## src/rldf_pkg.sv

```systemverilog
// Package for the ring line direction finder.
// Holds sizes, lane count and the result struct; no dependencies.
package rldf_pkg;
    localparam int SensorCount = 32;
    localparam int IdxW = 5;
    localparam int LaneCount = 4;
    localparam int LaneSelW = 2;
    localparam int SpanW = 5;
    localparam int BisW = 6;

    typedef struct packed {
        logic             found;
        logic [IdxW-1:0]  start_index;
        logic [IdxW-1:0]  end_index;
        logic [BisW-1:0]  bisector_half_steps;
        logic [SpanW-1:0] span_steps;
    } t_result;
endpackage

```

## src/rldf_if.sv

```systemverilog
// Valid/ready channel interfaces for the ring line direction finder.
// Depends on rldf_pkg.
interface rldf_in_if import rldf_pkg::*; ();
    logic        valid;
    logic        ready;
    logic [31:0] pass_mask;
    modport source (output valid, output pass_mask, input ready);
    modport sink   (input valid, input pass_mask, output ready);
endinterface

interface rldf_out_if import rldf_pkg::*; ();
    logic    valid;
    logic    ready;
    t_result data;
    modport source (output valid, output data, input ready);
    modport sink   (input valid, input data, output ready);
endinterface

```

## src/ring_line_direction_finder.sv

```systemverilog
// Top level of the ring line direction finder.
// Depends on rldf_pkg, rldf_if and rldf_lane.
//
// Usage: one pass_mask per input transfer on i_in; one result per item on
// o_out. Four lanes each own start indices i = lane, lane+4, ...; every cycle
// every lane tests one partner j. A scan walks 8 row steps x 32 columns, then
// the merge state picks the earliest best over lanes (lowest i wins ties,
// matching scan order). All lanes step through one shared row/column counter.
// The input is not ready while a scan or merge runs. The result sits in an
// output register; i_in is ready again once the result is out or while it
// waits (a new scan may start; it only stalls at merge until o_out is taken).
// Reset (synchronous, active low) empties the block and holds i_in not ready;
// nothing is in flight afterward.
module ring_line_direction_finder import rldf_pkg::*; (
    input logic        i_clk,
    input logic        i_rst_n,
    rldf_in_if.sink    i_in,
    rldf_out_if.source o_out
);
    typedef enum logic [2:0] {
        ST_IDLE  = 3'b001,
        ST_SCAN  = 3'b010,
        ST_MERGE = 3'b100
    } t_state;

    t_state  r_state, n_state;
    logic [31:0] r_mask;
    logic [IdxW-LaneSelW-1:0] r_row;
    logic [IdxW-1:0] r_col;
    logic    r_ovalid;
    t_result r_res, n_res;
    t_result lane_best [LaneCount];

    wire start = i_in.valid && i_in.ready;
    wire scan_last = (r_state == ST_SCAN) && (r_row == '1) && (r_col == '1);
    wire merge_go = (r_state == ST_MERGE) && (!r_ovalid || o_out.ready);

    assign i_in.ready = (r_state == ST_IDLE) && i_rst_n;
    assign o_out.valid = r_ovalid;
    assign o_out.data  = r_res;

    for (genvar g = 0; g < LaneCount; g++) begin : g_lane
        rldf_lane u_lane (
            .i_clk  (i_clk),
            .i_start(start),
            .i_en   (r_state == ST_SCAN),
            .i_mask (r_mask),
            .i_i    ({r_row, LaneSelW'(g)}),
            .i_j    (r_col),
            .o_best (lane_best[g])
        );
    end

    // Merge: strictly greater span replaces; lanes compared by lowest i.
    always_comb begin
        n_res = lane_best[0];
        for (int k = 1; k < LaneCount; k++) begin
            if (lane_best[k].found && (!n_res.found ||
                lane_best[k].span_steps > n_res.span_steps ||
                (lane_best[k].span_steps == n_res.span_steps &&
                 lane_best[k].start_index < n_res.start_index))) begin
                n_res = lane_best[k];
            end
        end
    end

    always_comb begin
        n_state = r_state;
        unique case (r_state)
            ST_IDLE:  if (start) n_state = ST_SCAN;
            ST_SCAN:  if (scan_last) n_state = ST_MERGE;
            ST_MERGE: if (merge_go) n_state = ST_IDLE;
            default:  n_state = ST_IDLE;
        endcase
    end

    always_ff @(posedge i_clk) begin
        if (!i_rst_n) begin
            r_state  <= ST_IDLE;
            r_ovalid <= 1'b0;
            r_row    <= '0;
            r_col    <= '0;
        end else begin
            r_state <= n_state;
            if (start) begin
                r_row <= '0;
                r_col <= '0;
            end else if (r_state == ST_SCAN) begin
                r_col <= r_col + 1'b1;
                if (r_col == '1) r_row <= r_row + 1'b1;
            end
            if (merge_go) r_ovalid <= 1'b1;
            else if (o_out.ready) r_ovalid <= 1'b0;
        end
    end

    always_ff @(posedge i_clk) begin
        if (start) r_mask <= i_in.pass_mask;
        if (merge_go) r_res <= n_res;
    end

    a_no_accept_busy: assert property (@(posedge i_clk) disable iff (!i_rst_n)
        (r_state != ST_IDLE) |-> !i_in.ready) else $error("accept while busy");
    a_scan_to_merge: assert property (@(posedge i_clk) disable iff (!i_rst_n)
        scan_last |=> (r_state == ST_MERGE)) else $error("scan end lost");
    a_result_found: assert property (@(posedge i_clk) disable iff (!i_rst_n)
        (o_out.valid && o_out.data.found) |->
        (o_out.data.end_index > o_out.data.start_index)) else $error("bad pair");
endmodule

```

## src/rldf_lane.sv

```systemverilog
// One lane: scans partner j for each start i it owns, keeps best pair of its own.
// Depends on rldf_pkg.
module rldf_lane import rldf_pkg::*; (
    input  logic            i_clk,
    input  logic            i_start,   // clear lane best
    input  logic            i_en,      // evaluate pair (i,j)
    input  logic [31:0]     i_mask,
    input  logic [IdxW-1:0] i_i,
    input  logic [IdxW-1:0] i_j,
    output t_result         o_best
);
    logic [IdxW:0]  d, other;
    logic [SpanW-1:0] span;
    logic [BisW:0]  bis;
    logic           hit;
    t_result        r_best;

    always_comb begin
        d     = {1'b0, i_j} - {1'b0, i_i};
        other = (IdxW+1)'(SensorCount) - d;
        span  = (d <= other) ? SpanW'(d) : SpanW'(other);
        bis   = {2'b0, i_i} + {2'b0, i_j} + ((d <= other) ? 7'd0 : 7'(SensorCount));
        hit   = i_en && (i_j > i_i) && i_mask[i_i] && i_mask[i_j] &&
                (!r_best.found || span > r_best.span_steps);
    end

    always_ff @(posedge i_clk) begin
        if (i_start) begin
            r_best <= '0;
        end else if (hit) begin
            r_best <= '{1'b1, i_i, i_j, bis[BisW-1:0], span};
        end
    end

    assign o_best = r_best;
endmodule
```

## src/flat_wrapper.sv

```systemverilog
// flat-port wrapper written by rule: the top's interface ports become plain ports
module ring_line_direction_finder_flat import rldf_pkg::*;
  (i_clk, i_rst_n, i_in_valid, i_in_pass_mask, i_in_ready, o_out_valid, o_out_data, o_out_ready);
  rldf_in_if i_in_i ();
  rldf_out_if o_out_i ();
  input logic i_clk;
  input logic i_rst_n;
  input wire logic [$bits(i_in_i.valid)-1:0] i_in_valid;
  input wire logic [$bits(i_in_i.pass_mask)-1:0] i_in_pass_mask;
  output wire logic [$bits(i_in_i.ready)-1:0] i_in_ready;
  output wire logic [$bits(o_out_i.valid)-1:0] o_out_valid;
  output wire logic [$bits(o_out_i.data)-1:0] o_out_data;
  input wire logic [$bits(o_out_i.ready)-1:0] o_out_ready;
  assign i_in_i.valid = i_in_valid;
  assign i_in_i.pass_mask = i_in_pass_mask;
  assign i_in_ready = i_in_i.ready;
  assign o_out_valid = o_out_i.valid;
  assign o_out_data = o_out_i.data;
  assign o_out_i.ready = o_out_ready;
  ring_line_direction_finder u_core (.i_clk(i_clk), .i_rst_n(i_rst_n), .i_in(i_in_i), .o_out(o_out_i));
endmodule
```

## config.mk

```make
export PLATFORM = sky130hd
export DESIGN_NAME = ring_line_direction_finder_flat
export DESIGN_NICKNAME = d
export VERILOG_FILES = /design/src/rldf_pkg.sv /design/src/rldf_if.sv /design/src/ring_line_direction_finder.sv /design/src/rldf_lane.sv /design/src/flat_wrapper.sv
export SDC_FILE = /design/constraint.sdc
export NUM_CORES = 1
export LEC_CHECK = 0
export BUFFER_PORTS_ARGS = -buffer_cell sky130_fd_sc_hd__buf_2
export CAP_MARGIN = 20
export CORE_AREA = 2 2 161 163
export CTS_CLUSTER_SIZE = 8
export DETAILED_ROUTE_END_ITERATION = 10
export DIE_AREA = 0 0 163 165
export GPL_ROUTABILITY_DRIVEN = 0
export PLACE_DENSITY_LB_ADDON = 0.15
export SLEW_MARGIN = 20
export SYNTH_ARGS = -nofsm -noshare
export SYNTH_HDL_FRONTEND = slang
export SYNTH_SLANG_ARGS = --single-unit
```

## constraint.sdc

```tcl
create_clock -name i_clk -period 5.9 [get_ports i_clk]
set_clock_uncertainty 0.1 [all_clocks]
set_input_delay 1.18 -clock i_clk [delete_from_list [all_inputs] [get_ports i_clk]]
set_output_delay 1.18 -clock i_clk [all_outputs]
set_load 0.02 [all_outputs]
```

==> run metrics, run 1 <==
post-synth net total=1026; Stages on worst setup path=28; # H-tree levels=4; gr busiest metal=met2; placed cell areas=9520 um^2; peak supply drop=0.2050 mV; critical path buffer and inverter count=5; Total GRT Usage=18.21%; Synth Warn #=0; Seq/Total Area, Yosys=38.50%; Synth area leader=dfxtp_1; GRT overflow=0; Post-synth EDFFs=54; Cell Area, Synth=8735 um^2; hpwl dp=17.55 mm; pwr dens=216.0 nW/um^2; CTS Sinks=141; number of global-route vias before repair=6692; Worst-Skew Late Latency=0.43 ns; start of the worst register-to-register path=u_core.g_lane[1].u_lane.o_best[0]; share of the synthesized area in the top cell type=19.94%; area of the core=25040 um^2; dpl cells=1294; layout cells sized above 1=19.36%; fraction of synthesized area in multiplexers=11.57%; Mapped Cells=909; area share of and/or/nand/nor cells after synthesis=14.94%; setup TNS=0 ns; Distinct cells, synth=67; initial antenna violation count=0; slowest CP cell=dfxtp_1; worst r2r path cells=28; largest net degree at the start of global routing=55; met3 GRT Util=3.290%; initial detailed-routing violation count=430; CP Capture Type=flop; RSZ-0062 raised after global routing=no; largest family of logic cells by synthesized area=simple AND/OR/NAND/NOR gates; Post-Synth Adder-Cell Area=12.03%; Final nets=1101; Die ar.=26900 um^2; first-pass GRT wire length=37.20 mm; WS Path Type=flop to flop; crit-path leading delay family=compound AO/OA/AOI/OAI gates; CTS tree=yes; Ports=60; ys async rst share=0%; design area=10200 um^2; met1 GRT Util=25.60%; final setup fails=0; fmax=182.9 MHz; XOR/XNOR Fraction of Synth Area=2.407%; Synth Area per Inst=9.609 um^2; drt via density=5.106; Critical R2R Capture=u_core.o_out.data[14]; first-pass iteration count of the detailed router=5; CTS max path bufs=2; Routed Antenna Nets=0; Setup crit end=u_core.o_out.data[14]; Crit Path Max Fanout=12; commonest non-fill, non-tap cell in the layout=nor2_1; WL/cell=17.72 um; met2 Track Usage GR=28.89%; Compound-Gate Fraction of Synth Area=14.93%; most frequent cells in the layout=nor2_1 (114), dfxtp_1 (87), ha_1 (76); total power=0.002203 W; Slew Viols, Final=0; Critical path origin=u_core.g_lane[1].u_lane.o_best[0]; Worst-path clk slew=0.06 ns; Final Hold Vio Count=0; WP data required=6.04 ns; Synth Register Bits=141; Worst setup SP type=flop; outcome=finished clean; Worst Hold Class=flop to flop; Clk Tree Root Cell=clkbuf_16; Worst path max stage delay=0.40 ns; Die Ht=165 um; Initial Util=34.89%; Synth Flop Type=dfxtp_1; Horiz. Die Dim=163 um; Pleak=4.099 nW; Crit path arrival time=5.60 ns; synth top area cells=dfxtp_1 (20%), edfxtp_1 (19%), ha_1 (11%); fin crit share=92.69%; Final Critical Period=5.469 ns; hold buffer count at CTS=0; r2r setup slk=0.43 ns; max-capacitance violation count=0; Slew headroom=38.14%; cts bufs inserted=17; ANT cells=0; DR vias=6776; Finished Layout Cells=1327; row cnt=58; Fillers=2493; WL final=23.51 mm; port bufs=59; area grow syn2layout=16.76%; Residual DRC=0; worst-margin pin slew=0.9279 ns
-- synth_stat cells (all sizes together) (7+ instances only) --
cell type  number
nor2          114
dfxtp          87
ha             76
a21oi          68
nand2          63
inv            59
edfxtp         54
mux2i          53
o21ai          34
buf            28
nand3          20
a211oi         19
clkbuf         18
nor2b          17
a221oi         16
xnor2          16
mux2           14
mux4           14
nand2b         14
o21a           13
nor3           10
xor2            8
and3            7
or2             7
-- state kept, by name, indices dropped and copies added (netlist names) --
signal                       cells
u_core.o_out.data               22
u_core.r_state                   3
u_core.r_row                     3
u_core.r_col                     5
u_core.r_mask                   32
u_core.o_out.valid               1
u_core.g_lane.u_lane.o_best     75
-- metrics by stage --
step / setup slack, ns / util (%) / hold WS (ns)
5_1_grt: 0.01626 / 40.73 / 0.3730
3_5_place_dp: 0.2518 / 38.03 / 0.3458
6_report: 0.4311 / 40.73 / 0.3542
3_3_place_gp: 0.3863 / 38.03 / 0.3435
2_1_floorplan: 0.1307 / - / 0.3357
4_1_cts: 0.2496 / 40.44 / 0.3543
-- report_power, final --
group	switching, W	internal, W
logic	0.0000398	0.0000254
clock network	0.000456	0.000656
registers	0.00000621	0.00102
total	0.000502	0.00170
-- cell families (layout without fill, tap and decap cells) --
group	after synthesis	in the layout
simple gates	280	280
compound gates	194	194
flops	141	141
fa+ha+maj	81	81
mux	81	81
buf+inv	108	196
xor+xnor	24	24
-- worst min-delay path, delay by kind of cell, from the launching register on --
| family | cells | cell delay [ns] |
|---|---|---|
| and+or+nand+nor | 1 | 0.05 |
| AOI/OAI and AO/OA | 1 | 0.05 |
| DFF | 1 | 0.31 |
-- cell type report --
type | instances | area [um^2] | share of cell area, %
multi-input cells | 660 | 4937 | 48.41
clock inverters | 13 | 151.4 | 1.484
clock buffers | 19 | 452.9 | 4.441
inverters | 62 | 234.0 | 2.294
flip-flops and latches | 141 | 3363 | 32.98
repair buffers | 102 | 646.9 | 6.343
well taps | 330 | 412.9 | 4.049
-- worst min-delay path by stage --
| stage | start | endpoint | slack (ns) | cells after the start |
|---|---|---|---|---|
| floorplan | u_core.g_lane[0].u_lane.o_best[8] | u_core.g_lane[0].u_lane.o_best[8] | 0.34 | 2 |
| global placement | u_core.g_lane[0].u_lane.o_best[8] | u_core.g_lane[0].u_lane.o_best[8] | 0.34 | 2 |
| detailed placement | u_core.g_lane[0].u_lane.o_best[8] | u_core.g_lane[0].u_lane.o_best[8] | 0.35 | 2 |
| CTS | u_core.g_lane[0].u_lane.o_best[8] | u_core.g_lane[0].u_lane.o_best[8] | 0.35 | 2 |
| global route | u_core.g_lane[3].u_lane.o_best[15] | u_core.g_lane[3].u_lane.o_best[15] | 0.37 | 2 |
| finish | u_core.g_lane[0].u_lane.o_best[8] | u_core.g_lane[0].u_lane.o_best[8] | 0.35 | 2 |
-- what timing repair did --
action,4_1_cts,5_1_grt
endpoints found under the setup margin,0,20
resized for setup,0,15
setup buffers,0,1
-- metal layers --
metal  up-vias  part of all wire (%)
met5         -                     0
met4         0                   1.6
met3        24                   3.5
met2       137                    45
met1      3207                    50
li1       3408                     -
No activity file was read; power rests on OpenSTA's default activity.
==> run 2, diff against run 1 <==
Settings changed: CELL_PAD_IN_SITES_DETAIL_PLACEMENT from default to 1, CELL_PAD_IN_SITES_GLOBAL_PLACEMENT from default to 1.
==> run 2 against run 1 <==
  * Worst setup slack worse by 0.089 ns
  * Hold slack better by 0.0045 ns
  * Combinational power up 2%
  * Critical path depth unchanged
  * Sequential cell count unchanged
  * Count of clock-buffer cells in the layout up 3
  * Critical endpoint is now u_core.o_out.data[11]
  * Largest cell class unchanged
==> run metrics, run 2 (synthesized netlist as in run 1, its figures left out) <==
Worst-Skew Late Latency=0.42 ns; Routed Antenna Nets=0; drt via density=5.171; WP data required=6.04 ns; Slew headroom=50.14%; logic gate share of total power=3.1%; slowest CP cell=mux2_2; Crit Path Max Fanout=15; Pleak=4.170 nW; Ports=60; CTS max path bufs=2; number of global-route vias before repair=7313; Final Critical Period=5.558 ns; CTS tree=yes; hold buffer count at CTS=0; first-pass iteration count of the detailed router=4; Initial Util=34.89%; layout cells sized above 1=20.22%; Die ar.=26900 um^2; area of the core=25040 um^2; Horiz. Die Dim=163 um; commonest non-fill, non-tap cell in the layout=nor2_1; Final nets=1113; Final Hold Vio Count=0; Worst setup SP type=flop; Fillers=2850; Crit path arrival time=5.70 ns; Switching Fraction=22.62%; pre-CTS setup slack=0.03571 ns; worst-margin pin slew=0.7421 ns; hpwl dp=19.14 mm; # H-tree levels=4; Worst path max stage delay=0.33 ns; peak supply drop=0.1556 mV; ANT cells=0; final setup fails=0; GRT overflow=0; Clock Power Share=50.1%; Switch Pwr=0.0004951 W; initial detailed-routing violation count=386; cts bufs inserted=17; fmax=179.9 MHz; area grow syn2layout=17.86%; Reg power frac=46.9%; WL/cell=19.39 um; CTS Sinks=141; r2r setup slk=0.34 ns; fin crit share=94.20%; Worst Hold Class=flop to flop; row cnt=58; initial antenna violation count=0; Residual DRC=0; Final WS setup=0.3419 ns; pwr dens=212.6 nW/um^2; largest net degree at the start of global routing=43; WL final=25.97 mm; total internal power=0.001694 W; Clk Tree Root Cell=clkbuf_16; WS Path Type=flop to flop; CP Capture Type=flop; Slew Viols, Final=0; design area=10290 um^2; Worst-path clk slew=0.06 ns; port bufs=59; max-capacitance violation count=0; placed cell areas=9598 um^2; DR vias=6924; outcome=finished clean; most frequent cells in the layout=nor2_1 (114), dfxtp_1 (87), ha_1 (75); Total GRT Usage=19.84%; max reg flops=75; first-pass GRT wire length=40.77 mm; Die Ht=165 um
[run 2: cell count changes in the layout (fill, tap and decap cells not counted), moves of 2 or more]
cell / delta
buf_4: +10
a221oi_1: +4
a221oi_2: -4
inv_6: -3
a311oi_1: -2
a311oi_2: +2
clkbuf_1: +2
clkbuf_16: +2
[run 2: per-layer routing]
| metal | vias to the layer above | track usage (%) | part of all wire, % |
|---|---|---|---|
| met5 | - | 0 | 0 |
| met2 | 107 | 35.44 | 49 |
| met1 | 3377 | 25.68 | 47 |
| met4 | 0 | 4.385 | 1.1 |
| li1 | 3423 | - | - |
| met3 | 17 | 2.386 | 2.4 |
[run 2: critical path: cells and delay by family, from the launching register on]
kind,cells,cell delay [ns]
AO/OA/AOI/OAI,13,1.95
AND/OR/NAND/NOR,5,0.78
flip-flops,1,0.31
multiplexers,2,0.53
adder cells (fa/ha/maj),3,0.91
buffers and inverters,5,0.82
[run 2: repair_timing]
| item | in CTS | in global routing |
|---|---|---|
| resized for setup | 0 | 17 |
| buffers inserted | 0 | 5 |
| endpoints found under the setup margin | 0 | 21 |
[run 2: through the flow]
stage	std cells	hold WS, ns	TNS [ns]	total power [W]	util [%]
2_1_floorplan	909	0.3357	0	0.001084	-
6_report	1339	0.3587	0	0.002189	41.12
3_5_place_dp	1301	0.3509	0	0.001116	38.34
4_1_cts	1333	0.3606	0	0.002216	40.72
3_3_place_gp	1301	0.3470	0	0.001115	38.34
5_1_grt	1339	0.3842	-0.007134	0.002258	41.12
[run 2: worst paths after layout]
kind	endpoint	depth (start not counted)	startpoint
max reg2reg	u_core.o_out.data[11]	28	u_core.g_lane[0].u_lane.o_best[3]
min reg2reg	u_core.g_lane[3].u_lane.o_best[5]	2	u_core.g_lane[3].u_lane.o_best[5]
min	u_core.g_lane[3].u_lane.o_best[5]	2	u_core.g_lane[3].u_lane.o_best[5]
max	u_core.o_out.data[11]	28	u_core.g_lane[0].u_lane.o_best[3]
[run 2: final cells by class]
cell class	instances	area, um^2	area share, %
clock buffers	22	496.7	4.825
flip-flops and latches	141	3363	32.67
multi-input cells	660	4935	47.93
repair buffers	114	753.2	7.316
inverters	62	234.0	2.273
well taps	330	412.9	4.011
clock inverters	10	100.1	0.9723
[run 2: power groups by stage]
stage	sequential (W)	clock, W	combinational (W)
2_1_floorplan	0.00105	0	0.0000381
3_3_place_gp	0.00105	0	0.0000671
3_5_place_dp	0.00105	0	0.0000676
4_1_cts	0.00103	0.00112	0.0000680
5_1_grt	0.00103	0.00116	0.0000746
6_report	0.00103	0.00110	0.0000668
